**config.mk**
```make
export PLATFORM = sky130hd
export DESIGN_NAME = hex_record_loader_top
export DESIGN_NICKNAME = d
export VERILOG_FILES = /design/src/rtl/core/hrl_pkg.sv /design/src/rtl/core/hex_record_loader_top.sv /design/src/rtl/core/hrl_core.sv /design/src/rtl/core/hrl_out_buf.sv
export VERILOG_INCLUDE_DIRS = /design/src /design/src/rtl/core
export SDC_FILE = /design/constraint.sdc
export NUM_CORES = 1
export LEC_CHECK = 0
export BUFFER_PORTS_ARGS = -buffer_cell sky130_fd_sc_hd__buf_2
export CORE_ASPECT_RATIO = 0.5
export CORE_MARGIN = 2
export CORE_UTILIZATION = 45
export CTS_CLUSTER_DIAMETER = 150
export DETAILED_ROUTE_END_ITERATION = 16
export RECOVER_POWER = 25
export SYNTH_ARGS = -nofsm -noshare
export SYNTH_HDL_FRONTEND = slang
export SYNTH_SLANG_ARGS = --single-unit
```
**constraint.sdc**
```tcl
create_clock -name clk_i -period 16.6 [get_ports clk_i]
set_input_delay 1.66 -clock clk_i [delete_from_list [all_inputs] [get_ports clk_i]]
set_output_delay 1.66 -clock clk_i [all_outputs]
set_load 0.02 [all_outputs]
```
**src/rtl/core/assert_macros.svh**
```systemverilog
// Assertion helpers for the RTL files; hrl_out_buf includes them.
`ifndef ASSERT_MACROS_SVH
`define ASSERT_MACROS_SVH

// Check that a property holds at every rising clock edge outside reset.
`define ASSERT_RST(name, clk, rstn, prop) \
  name: assert property (@(posedge clk) disable iff (!(rstn)) (prop)) \
    else $error("assertion failed");

// Check that a condition is never true outside reset.
`define ASSERT_NEVER(name, clk, rstn, cond) \
  `ASSERT_RST(name, clk, rstn, !(cond))

`endif

```
**src/rtl/core/hrl_pkg.sv**
```systemverilog
`default_nettype none

package hrl_pkg;

  // Code memory size; write targets at or above it are dropped.
  localparam int unsigned CODE_SIZE = 65536;

  // Record type codes.
  localparam logic [7:0] RecData    = 8'h00;
  localparam logic [7:0] RecEof     = 8'h01;
  localparam logic [7:0] RecExtLin  = 8'h04;

  // Result kinds carried on the master tuser.
  typedef enum logic [1:0] {
    KIND_WRITE = 2'd0,
    KIND_OK    = 2'd1,
    KIND_ERROR = 2'd2
  } hrl_kind_e;

  // One result transaction.
  typedef struct packed {
    logic [7:0]  data;
    logic [15:0] addr;
    hrl_kind_e   kind;
  } hrl_result_t;

endpackage

`default_nettype wire

```
**src/rtl/core/hex_record_loader_top.sv**
```systemverilog
// Channel   | Direction | tdata (low bit up)                  | tuser
// s_axis    | in        | ch[7:0]                             | end_of_input
// m_axis    | out       | write_address[15:0], write_data[23:16] | result_kind[1:0]
//
// One character per cycle while s_axis_tready is high: each accepted transaction is
// parsed in the cycle it arrives and its result, if any, is registered in the
// output buffer. Sustained rate is one transaction per clock while it is not full.
// Reset returns the parser to line start with base address zero.
// A two-slot output buffer absorbs one stalled result; s_axis_tready drops
// only while both slots are full.
`default_nettype none

module hex_record_loader_top import hrl_pkg::*; (
  input  wire logic        clk_i,
  input  wire logic        rst_ni,
  input  wire logic        s_axis_tvalid,
  output logic             s_axis_tready,
  input  wire logic [7:0]  s_axis_tdata,   // ch[7:0]
  input  wire logic        s_axis_tuser,   // end_of_input
  output logic             m_axis_tvalid,
  input  wire logic        m_axis_tready,
  output logic [23:0]      m_axis_tdata,   // write_address[15:0], write_data[23:16]
  output logic [1:0]       m_axis_tuser    // result_kind[1:0]
);

  logic        accept;
  logic        full;
  logic        res_valid;
  hrl_result_t res;
  hrl_result_t out_res;

  assign s_axis_tready = !full;
  assign accept        = s_axis_tvalid && s_axis_tready;

  // Parse characters and track record state.
  hrl_core u_core (
    .clk_i       (clk_i),
    .rst_ni      (rst_ni),
    .accept_i    (accept),
    .ch_i        (s_axis_tdata),
    .eoi_i       (s_axis_tuser),
    .res_valid_o (res_valid),
    .res_o       (res)
  );

  // Register results toward the master side.
  hrl_out_buf u_out_buf (
    .clk_i       (clk_i),
    .rst_ni      (rst_ni),
    .push_i      (res_valid),
    .push_data_i (res),
    .full_o      (full),
    .m_valid_o   (m_axis_tvalid),
    .m_ready_i   (m_axis_tready),
    .m_data_o    (out_res)
  );

  assign m_axis_tdata = {out_res.data, out_res.addr};
  assign m_axis_tuser = out_res.kind;

endmodule

`default_nettype wire

```
**src/rtl/core/hrl_core.sv**
```systemverilog
`default_nettype none

module hrl_core import hrl_pkg::*; (
  input  wire logic        clk_i,
  input  wire logic        rst_ni,
  input  wire logic        accept_i,
  input  wire logic [7:0]  ch_i,
  input  wire logic        eoi_i,
  output logic             res_valid_o,
  output hrl_result_t      res_o
);

  typedef enum logic [1:0] {
    PH_LINE_START,
    PH_RECORD,
    PH_SKIP
  } phase_e;

  // Decode one hex digit: bit 4 set when the character is a digit.
  function automatic logic [4:0] hex_digit(input logic [7:0] c);
    logic [4:0] r;
    r = 5'd0;
    if (c >= 8'h30 && c <= 8'h39) begin
      r = {1'b1, 4'(c - 8'h30)};
    end else if (c >= 8'h61 && c <= 8'h66) begin
      r = {1'b1, 4'(c - 8'h57)};
    end else if (c >= 8'h41 && c <= 8'h46) begin
      r = {1'b1, 4'(c - 8'h37)};
    end
    return r;
  endfunction

  phase_e      phase_q, phase_d;
  logic [3:0]  first_q, first_d;
  logic        pend_q, pend_d;
  logic [8:0]  pos_q, pos_d;
  logic [7:0]  count_q, count_d;
  logic [15:0] addr_q, addr_d;
  logic [7:0]  type_q, type_d;
  logic [7:0]  ext_q, ext_d;
  logic [15:0] base_q, base_d;
  logic        fin_q, fin_d;

  logic        line_end;
  logic [4:0]  digit;
  logic [7:0]  byte_val;
  logic [8:0]  data_idx;
  logic [16:0] sum_lo;
  logic        hi_zero;
  logic        in_range;
  logic        last_data;

  assign line_end  = (ch_i == 8'h0D) || (ch_i == 8'h0A);
  assign digit     = hex_digit(ch_i);
  assign byte_val  = {first_q, digit[3:0]};

  // Form base + address + index modulo 2^32 and test it against the code size.
  assign data_idx  = pos_q - 9'd4;
  assign sum_lo    = {1'b0, addr_q} + {8'd0, data_idx};
  assign hi_zero   = ((base_q == 16'h0000) && !sum_lo[16]) ||
                     ((base_q == 16'hFFFF) && sum_lo[16]);
  assign in_range  = hi_zero && ({1'b0, sum_lo[15:0]} < 17'(CODE_SIZE));
  assign last_data = ({1'b0, data_idx} + 10'd1) >= {2'd0, count_q};

  // Parse one character against the current record state.
  always_comb begin
    phase_d     = phase_q;
    first_d     = first_q;
    pend_d      = pend_q;
    pos_d       = pos_q;
    count_d     = count_q;
    addr_d      = addr_q;
    type_d      = type_q;
    ext_d       = ext_q;
    base_d      = base_q;
    fin_d       = fin_q;
    res_valid_o = 1'b0;
    res_o.kind  = KIND_WRITE;
    res_o.addr  = 16'd0;
    res_o.data  = 8'd0;

    if (!fin_q) begin
      if (eoi_i) begin
        fin_d       = 1'b1;
        res_valid_o = 1'b1;
        res_o.kind  = (phase_q == PH_RECORD) ? KIND_ERROR : KIND_OK;
      end else begin
        unique case (phase_q)
          PH_LINE_START: begin
            if (!line_end) begin
              if (ch_i != 8'h3A) begin
                fin_d       = 1'b1;
                res_valid_o = 1'b1;
                res_o.kind  = KIND_ERROR;
              end else begin
                phase_d = PH_RECORD;
                pos_d   = 9'd0;
                pend_d  = 1'b0;
                first_d = 4'd0;
              end
            end
          end
          PH_SKIP: begin
            if (line_end) begin
              phase_d = PH_LINE_START;
            end
          end
          default: begin
            if (line_end || !digit[4]) begin
              fin_d       = 1'b1;
              res_valid_o = 1'b1;
              res_o.kind  = KIND_ERROR;
            end else if (!pend_q) begin
              first_d = digit[3:0];
              pend_d  = 1'b1;
            end else begin
              // Take a complete byte of the record.
              pend_d = 1'b0;
              pos_d  = pos_q + 9'd1;
              if (pos_q == 9'd0) begin
                count_d = byte_val;
              end else if (pos_q == 9'd1) begin
                addr_d = {byte_val, 8'd0};
              end else if (pos_q == 9'd2) begin
                addr_d = {addr_q[15:8], byte_val};
              end else if (pos_q == 9'd3) begin
                type_d = byte_val;
                if (byte_val == RecEof) begin
                  fin_d       = 1'b1;
                  res_valid_o = 1'b1;
                  res_o.kind  = KIND_OK;
                end else if (byte_val == RecData) begin
                  if (count_q == 8'd0) begin
                    phase_d = PH_SKIP;
                  end
                end else if (byte_val != RecExtLin) begin
                  phase_d = PH_SKIP;
                end
              end else if (type_q == RecData) begin
                if (in_range) begin
                  res_valid_o = 1'b1;
                  res_o.kind  = KIND_WRITE;
                  res_o.addr  = sum_lo[15:0];
                  res_o.data  = byte_val;
                end
                if (last_data) begin
                  phase_d = PH_SKIP;
                end
              end else if (pos_q == 9'd4) begin
                ext_d = byte_val;
              end else begin
                base_d  = {ext_q, byte_val};
                phase_d = PH_SKIP;
              end
            end
          end
        endcase
      end
    end

    // Suppress results for characters that were not taken.
    if (!accept_i) begin
      res_valid_o = 1'b0;
    end
  end

  // Hold record state; advance it only on an accepted transaction.
  always_ff @(posedge clk_i or negedge rst_ni) begin
    if (!rst_ni) begin
      phase_q <= PH_LINE_START;
      first_q <= 4'd0;
      pend_q  <= 1'b0;
      pos_q   <= 9'd0;
      count_q <= 8'd0;
      addr_q  <= 16'd0;
      type_q  <= 8'd0;
      ext_q   <= 8'd0;
      base_q  <= 16'd0;
      fin_q   <= 1'b0;
    end else if (accept_i) begin
      phase_q <= phase_d;
      first_q <= first_d;
      pend_q  <= pend_d;
      pos_q   <= pos_d;
      count_q <= count_d;
      addr_q  <= addr_d;
      type_q  <= type_d;
      ext_q   <= ext_d;
      base_q  <= base_d;
      fin_q   <= fin_d;
    end
  end

endmodule

`default_nettype wire

```
**src/rtl/core/hrl_out_buf.sv**
```systemverilog
`default_nettype none
`include "assert_macros.svh"

module hrl_out_buf import hrl_pkg::*; (
  input  wire logic         clk_i,
  input  wire logic         rst_ni,
  input  wire logic         push_i,
  input  hrl_result_t       push_data_i,
  output logic              full_o,
  output logic              m_valid_o,
  input  wire logic         m_ready_i,
  output hrl_result_t       m_data_o
);

  logic        out_valid_q;
  logic        skid_valid_q;
  hrl_result_t out_q;
  hrl_result_t skid_q;
  logic        pop;

  assign pop       = out_valid_q && m_ready_i;
  assign full_o    = skid_valid_q;
  assign m_valid_o = out_valid_q;
  assign m_data_o  = out_q;

  // Track which of the output and skid slots hold a result.
  always_ff @(posedge clk_i or negedge rst_ni) begin
    if (!rst_ni) begin
      out_valid_q  <= 1'b0;
      skid_valid_q <= 1'b0;
    end else if (pop) begin
      if (skid_valid_q) begin
        skid_valid_q <= 1'b0;
      end else begin
        out_valid_q <= push_i;
      end
    end else if (push_i) begin
      if (out_valid_q) begin
        skid_valid_q <= 1'b1;
      end else begin
        out_valid_q <= 1'b1;
      end
    end
  end

  // Move payload into the output slot or park it in the skid slot.
  always_ff @(posedge clk_i) begin
    if (pop) begin
      if (skid_valid_q) begin
        out_q <= skid_q;
      end else if (push_i) begin
        out_q <= push_data_i;
      end
    end else if (push_i) begin
      if (out_valid_q) begin
        skid_q <= push_data_i;
      end else begin
        out_q <= push_data_i;
      end
    end
  end

  `ASSERT_RST(a_skid_implies_out, clk_i, rst_ni, skid_valid_q |-> out_valid_q)
  `ASSERT_NEVER(a_no_push_when_full, clk_i, rst_ni, push_i && skid_valid_q)
  `ASSERT_RST(a_skid_fill_on_stall, clk_i, rst_ni,
              $rose(skid_valid_q) |-> $past(out_valid_q && !m_ready_i))

endmodule

`default_nettype wire

```
* Word-level counts from Yosys, hierarchy flattened
Cells that the tools add are included.
Storage, ports and cells: input port bits 13, flip-flop bits (word level) 127, output and inout bits 28, word-level logic and storage cells 204
Operators by class: bitwise gates (word level) 12, $add $sub $neg 7, eq/ne operators 28, reductions and logical operators 40, mux-type cells 91, order comparisons 7
Operator list (number):
- 26-bit 2-to-1 mux | 12
- 24-bit 2-to-1 mux | 4
- 2-bit 2-to-1 mux | 22
- 9-bit 2-to-1 mux | 4
- 1-bit 2-to-1 mux | 33
- 8-bit AND reduction | 4
- 8-bit logical NOT | 3
- 12-bit AND reduction | 2
- 9-bit by 2-bit == test with 1-bit output (second input constant) | 2
- 9-bit case mux with 2 select lines | 1
- 16-bit by 9-bit adder with 17-bit output | 1
- 16-bit == test (second input constant) | 1
- 8-bit by 4-bit == test with 1-bit output (second input constant) | 2
- 8-bit by 7-bit greater-or-equal comparator with 1-bit output (second input constant) | 2
- 8-bit by 7-bit less-or-equal comparator with 1-bit output (second input constant) | 2
- 16-bit logical NOT | 1
- 16-bit 2-to-1 mux | 1
- 4-bit 2-to-1 mux | 4
- 16-bit AND reduction | 1
- 5-bit 2-to-1 mux | 3
- 7-bit AND reduction | 2
- 2-bit != test (second input constant) | 6
- 3-bit != test (second input constant) | 4
- 1-bit inverter | 12
- other kinds (34) | 56

* Depth between registers and ports, before layout
word-level depth 20, mapped depth 14

* By module
A second synthesis with hierarchy kept.
Unflattened totals: cell total of the unflattened synthesis 637, area, all modules 6754.0 µm²
Modules (own cells, without submodules):
- hrl_core | times used 1, cells an instance 543, area each 4673.2 µm²
- hrl_out_buf | times used 1, cells an instance 92, area each 2070.7 µm²
- hex_record_loader_top | times used 1, cells an instance 2, area each 10.0 µm²

* Worst setup path after synthesis
OpenSTA, ideal clock, no wires.
path type input -> register, start point input port s_axis_tdata[0], end point register u_out_buf.out_q, in the netlist u_out_buf.m_data_o[0] (enable), path slack 11.141 ns, cell stages on the path 8, arrival 5.014 ns, buffers on the path 0, path through inv_1 > ha_1 > or3b_1 > nand4_1 > o31ai_1 > and3b_1 > a211oi_1 > o21ai_0
On the way: longest elaborated chain between the ends 19
Ends and longest elaborated chain:
- start, declared | line hex_record_loader_top.sv:18 | input wire logic [7:0] s_axis_tdata,
- 8-bit by 7-bit greater-or-equal comparator with 1-bit output or 8-bit by 7-bit less-or-equal comparator with 1-bit output (tied branches) | line hrl_core.sv:27 | end else if (c >= 8'h41 && c <= 8'h46) begin
- 1-bit logical AND | line hrl_core.sv:27
- 5-bit 2-to-1 mux | line hrl_core.sv:27
- 5-bit 2-to-1 mux | line hrl_core.sv:25 | end else if (c >= 8'h61 && c <= 8'h66) begin
- 5-bit 2-to-1 mux | line hrl_core.sv:23 | if (c >= 8'h30 && c <= 8'h39) begin
- 8-bit by 1-bit == test with 1-bit output | line hrl_core.sv:128 | if (byte_val == RecEof) begin
- 1-bit 2-to-1 mux | line hrl_core.sv:128
- 1-bit 2-to-1 mux | line hrl_core.sv:126 | end else if (pos_q == 9'd3) begin
- [... 3 more ...]
- 1-bit 2-to-1 mux | line hrl_core.sv:113 | end else if (!pend_q) begin
- 1-bit 2-to-1 mux | line hrl_core.sv:109 | if (line_end || !digit[4]) begin
- 1-bit case mux with 2 select lines * | line hrl_core.sv:88 | unique case (phase_q)
- 1-bit 2-to-1 mux * | line hrl_core.sv:83 | if (eoi_i) begin
- 1-bit 2-to-1 mux * | line hrl_core.sv:82 | if (!fin_q) begin
- 1-bit 2-to-1 mux * | line hrl_core.sv:162 | if (!accept_i) begin
- 2-bit nonzero test (no source line)
- 3-bit AND reduction (no source line) *
- end signal, assigned | line hrl_out_buf.sv:50 | out_q <= skid_q;
- end signal, assigned | line hrl_out_buf.sv:52 | out_q <= push_data_i;
- end signal, assigned | line hrl_out_buf.sv:58 | out_q <= push_data_i;
- end, declared | line hrl_out_buf.sv:17 | hrl_result_t out_q;
Mark *: on every way between the ends. The rest lies on a longest branch, timed or not. A chain may end at the register's enable or synchronous reset.

==> metrics.md <==
| Metric | Value |
|---|---|
| Worst vdd ir | `69.8 uV` |
| Ys flop type | `dfrtp_1` |
| Endpoint type of the worst setup path | `asynchronous set/reset pin` |
| Yosys warns | `0` |
| Area share of the largest cell type after synthesis | `0.269` |
| Clk_lat worst skew | `0.43 ns` |
| Data arrival, critical path | `4.56 ns` |
| Post-synthesis sequential area ratio | `0.493` |
| Die Ht | `92.0 um` |
| Setup TNS | `0 ns` |
| # resized after CTS | `0` |
| Reg2reg start | `u_core.pos_q[2]$_DFFE_PN0P_` |
| Core area | `15300 sq um` |
| P per Cell Area | `93.5 nW/um^2` |
| Worst setup SP type | `primary input` |
| Post-CTS setup buffer count | `0` |
| Fin crit share | `0.301` |
| Synthesized area per cell | `10.6 sq um` |
| Final setup fails | `0` |
| Area of the mapped netlist | `6970 sq um` |
| DRC | `0` |
| Initial Util | `0.457` |
| Synth Net Count | `703` |
| Vias in the first global route | `5123` |
| Htree depth | `4` |
| GPL Wtd Cong | `0.892` |
| CTS tree | `yes` |
| Syn Inst Count | `658` |
| Area grow syn2layout | `14.9%` |
| Number of port buffers | `40` |
| Rows | `32` |
| IO Pins | `41` |
| Post-synthesis async set-or-reset flop share | `0.591` |
| Post-route ant nets | `0` |
| First-pass GRT wire length | `27600 um` |
| Pre-antenna DRT Iters | `5` |
| Shortest period the worst path allows | `5.00 ns` |
| WP buf/inv | `1` |
| #FFs+latches synth | `127` |
| Top cells by area, synth | `dfrtp_1 27%, edfxtp_1 22%, mux2_2 6.8%` |
| Synth cell count leaders | `86 x nand2_1, 75 x dfrtp_1, 52 x edfxtp_1, 52 x nor2_1, 42 x mux2_2` |
| Nets | `745` |
| HP Class | `reg2reg` |
| Fin area | `8010 sq um` |
| Worst slew pin tran | `4.11 ns` |
| Crit-path max cell delay | `2.82 ns` |
| Hold Path Origin | `u_core.addr_q[0]$_DFFE_PN0P_` |
| Fillcell total | `1369` |
| Initial antenna violation count | `0` |
| Antenna diode count | `0` |
| Post-synthesis cell type count | `73` |
| Clk sinks | `127` |
| Largest net degree at the start of global routing | `76` |
| Post-synth top area cell | `dfrtp_1` |
| Max Cap Viol | `1` |
| CP max-delay cell | `clkbuf_1` |
| Drt initial violations | `409` |
| Crit-path cells | `clkbuf_1` |
| Total track usage | `0.214` |
| RSZ-0062 raised after global routing | `no` |
| Post-CTS Hold Fix Bufs | `0` |
| Share of layout cells above drive strength 1 | `0.205` |
| Num CTS Buffers | `17` |
| EDFF count, synth | `52` |
| Most common cell in the synthesized netlist | `nand2_1` |
| Detail Placement HPWL | `11400 um` |
| Worst EP required | `16.16 ns` |
| Pins Over Slew Limit | `76` |
| Root Buffer | `clkbuf_16` |
| Static Leak | `3.28 nW` |
| Crit path kind | `in2async` |
| Largest fanout on the critical path | `75` |
| Die width | `180 um` |
| Clock tree buffer depth | `2` |
| Die area | `16600 sq um` |
| Congestion Overflow GR | `0` |
| Failing checks | `capacitance limit, slew limit` |
| FF/Latch Area | `3440 sq um` |
| Family with the most delay on the worst path | `buffers and inverters` |
| Slew margin rel. | `-1.74` |
| Max Clk Rate | `200 MHz` |
| Routed WL | `16800 um` |
| Vias per cell | `5.64` |
| Area of the multi-input gates | `3330 sq um` |
| Routed len/inst | `18.4 um` |
| Routed vias | `5176` |
| Clock Pin Slew Worst Setup and Hold Paths | `0.07 ns` |
| Status | `finished, violations left` |
| Setup Skew | `0.0209 ns` |
| Worst setup startpoint | `rst_ni` |
| Placed instance area | `7380 sq um` |
| Fin. Hold Viols | `0` |
## metrics by stage
| stage | total power [W] | worst slack [ns] | hold WS (ns) | std cells | utilization |
|---|---|---|---|---|---|
| floorplan | 0.000341 | 11.14 | 0.456 | 658 | - |
| global placement | 0.000350 | 12.11 | 0.470 | 885 | 0.484 |
| detailed placement | 0.000350 | 12.04 | 0.476 | 885 | 0.484 |
| CTS | 0.000751 | 12.36 | 0.490 | 917 | 0.525 |
| global route | 0.000766 | 10.78 | 0.503 | 917 | 0.525 |
| finish | 0.000748 | 11.60 | 0.487 | 917 | 0.525 |
## logic make-up after synthesis
| group | after synthesis | synth area share |
|---|---|---|
| XOR/XNOR | 25 | 0.0314 |
| adder cells (fa/ha/maj) | 32 | 0.0585 |
| AO/OA/AOI/OAI | 143 | 0.147 |
| AND/OR/NAND/NOR | 234 | 0.169 |
| buffers and inverters | 54 | 0.0314 |
| multiplexers | 43 | 0.0693 |
| flip-flops | 127 | 0.493 |
## state kept, by name, summed over array words and instances, names as in the netlist, 2 cells and up
name and cells:
u_core.count_q 8, u_core.phase_q 2, u_out_buf.skid_q 26, u_core.addr_q 16, u_core.type_q 8, u_core.pos_q 9, u_core.first_q 4, u_out_buf.m_data_o 26
u_core.base_q 16, u_core.ext_q 8
## layer usage
layer  track usage  up-vias  share of wire
li1              -     2496              -
met1         0.307     2544           0.50
met2         0.326      124           0.43
met3        0.0556       12          0.053
met4        0.0515        0         0.0087
met5             0        -              0
## layout make-up
type                    instances  share of cell area
well taps                     204              0.0319
clock inverters                12              0.0231
flip-flops and latches        127               0.429
clock buffers                  20              0.0558
inverters                      32              0.0150
repair buffers                 45              0.0295
multi-input cells             477               0.415
## path summary, 6_finish.rpt
path                                                  to  slack (ns)  cells past startpoint
min reg2reg                 u_core.addr_q[0]$_DFFE_PN0P_        0.49                      2
max in group clk_i         u_out_buf.skid_q[5]$_DFFE_PP_       12.34                     12
min                         u_core.addr_q[0]$_DFFE_PN0P_        0.49                      2
max                             u_core.fin_q$_DFFE_PN0P_       11.60                      1
max reg2reg                u_out_buf.skid_q[5]$_DFFE_PP_       12.34                     12
min in group asynchronous    u_core.ext_q[6]$_DFFE_PN0P_        2.67                      1
## power by group
| part | internal, W | leakage (nW) | switching [W] |
|---|---|---|---|
| logic | 0.00000500 | 1.49 | 0.0000129 |
| clock network | 0.000257 | 0.305 | 0.000147 |
| registers | 0.000326 | 1.49 | 0.000000649 |
| total | 0.000587 | 3.28 | 0.000161 |
## layout by cell type, fill, tap and decap left out, drive strengths merged, types with 3 or more instances in the layout
cell type   n
a21boi      4
a21o        4
a21oi      21
a22o        4
a31oi       4
a41oi       3
and2        3
and3        5
buf        44
bufinv      4
clkbuf     21
clkinv      6
dfrtp      75
edfxtp     52
ha         31
inv        33
mux2       42
nand2      86
nand2b      3
nand3       8
nand4      14
nor2       54
nor2b       9
nor3        9
nor4       12
o2111ai     3
o211ai      8
o21a        3
o21ai      39
o31ai      30
or2         4
or3         5
or3b        4
or4         3
xnor2      11
xor2       14
No activity file was read; power rests on OpenSTA's default activity.
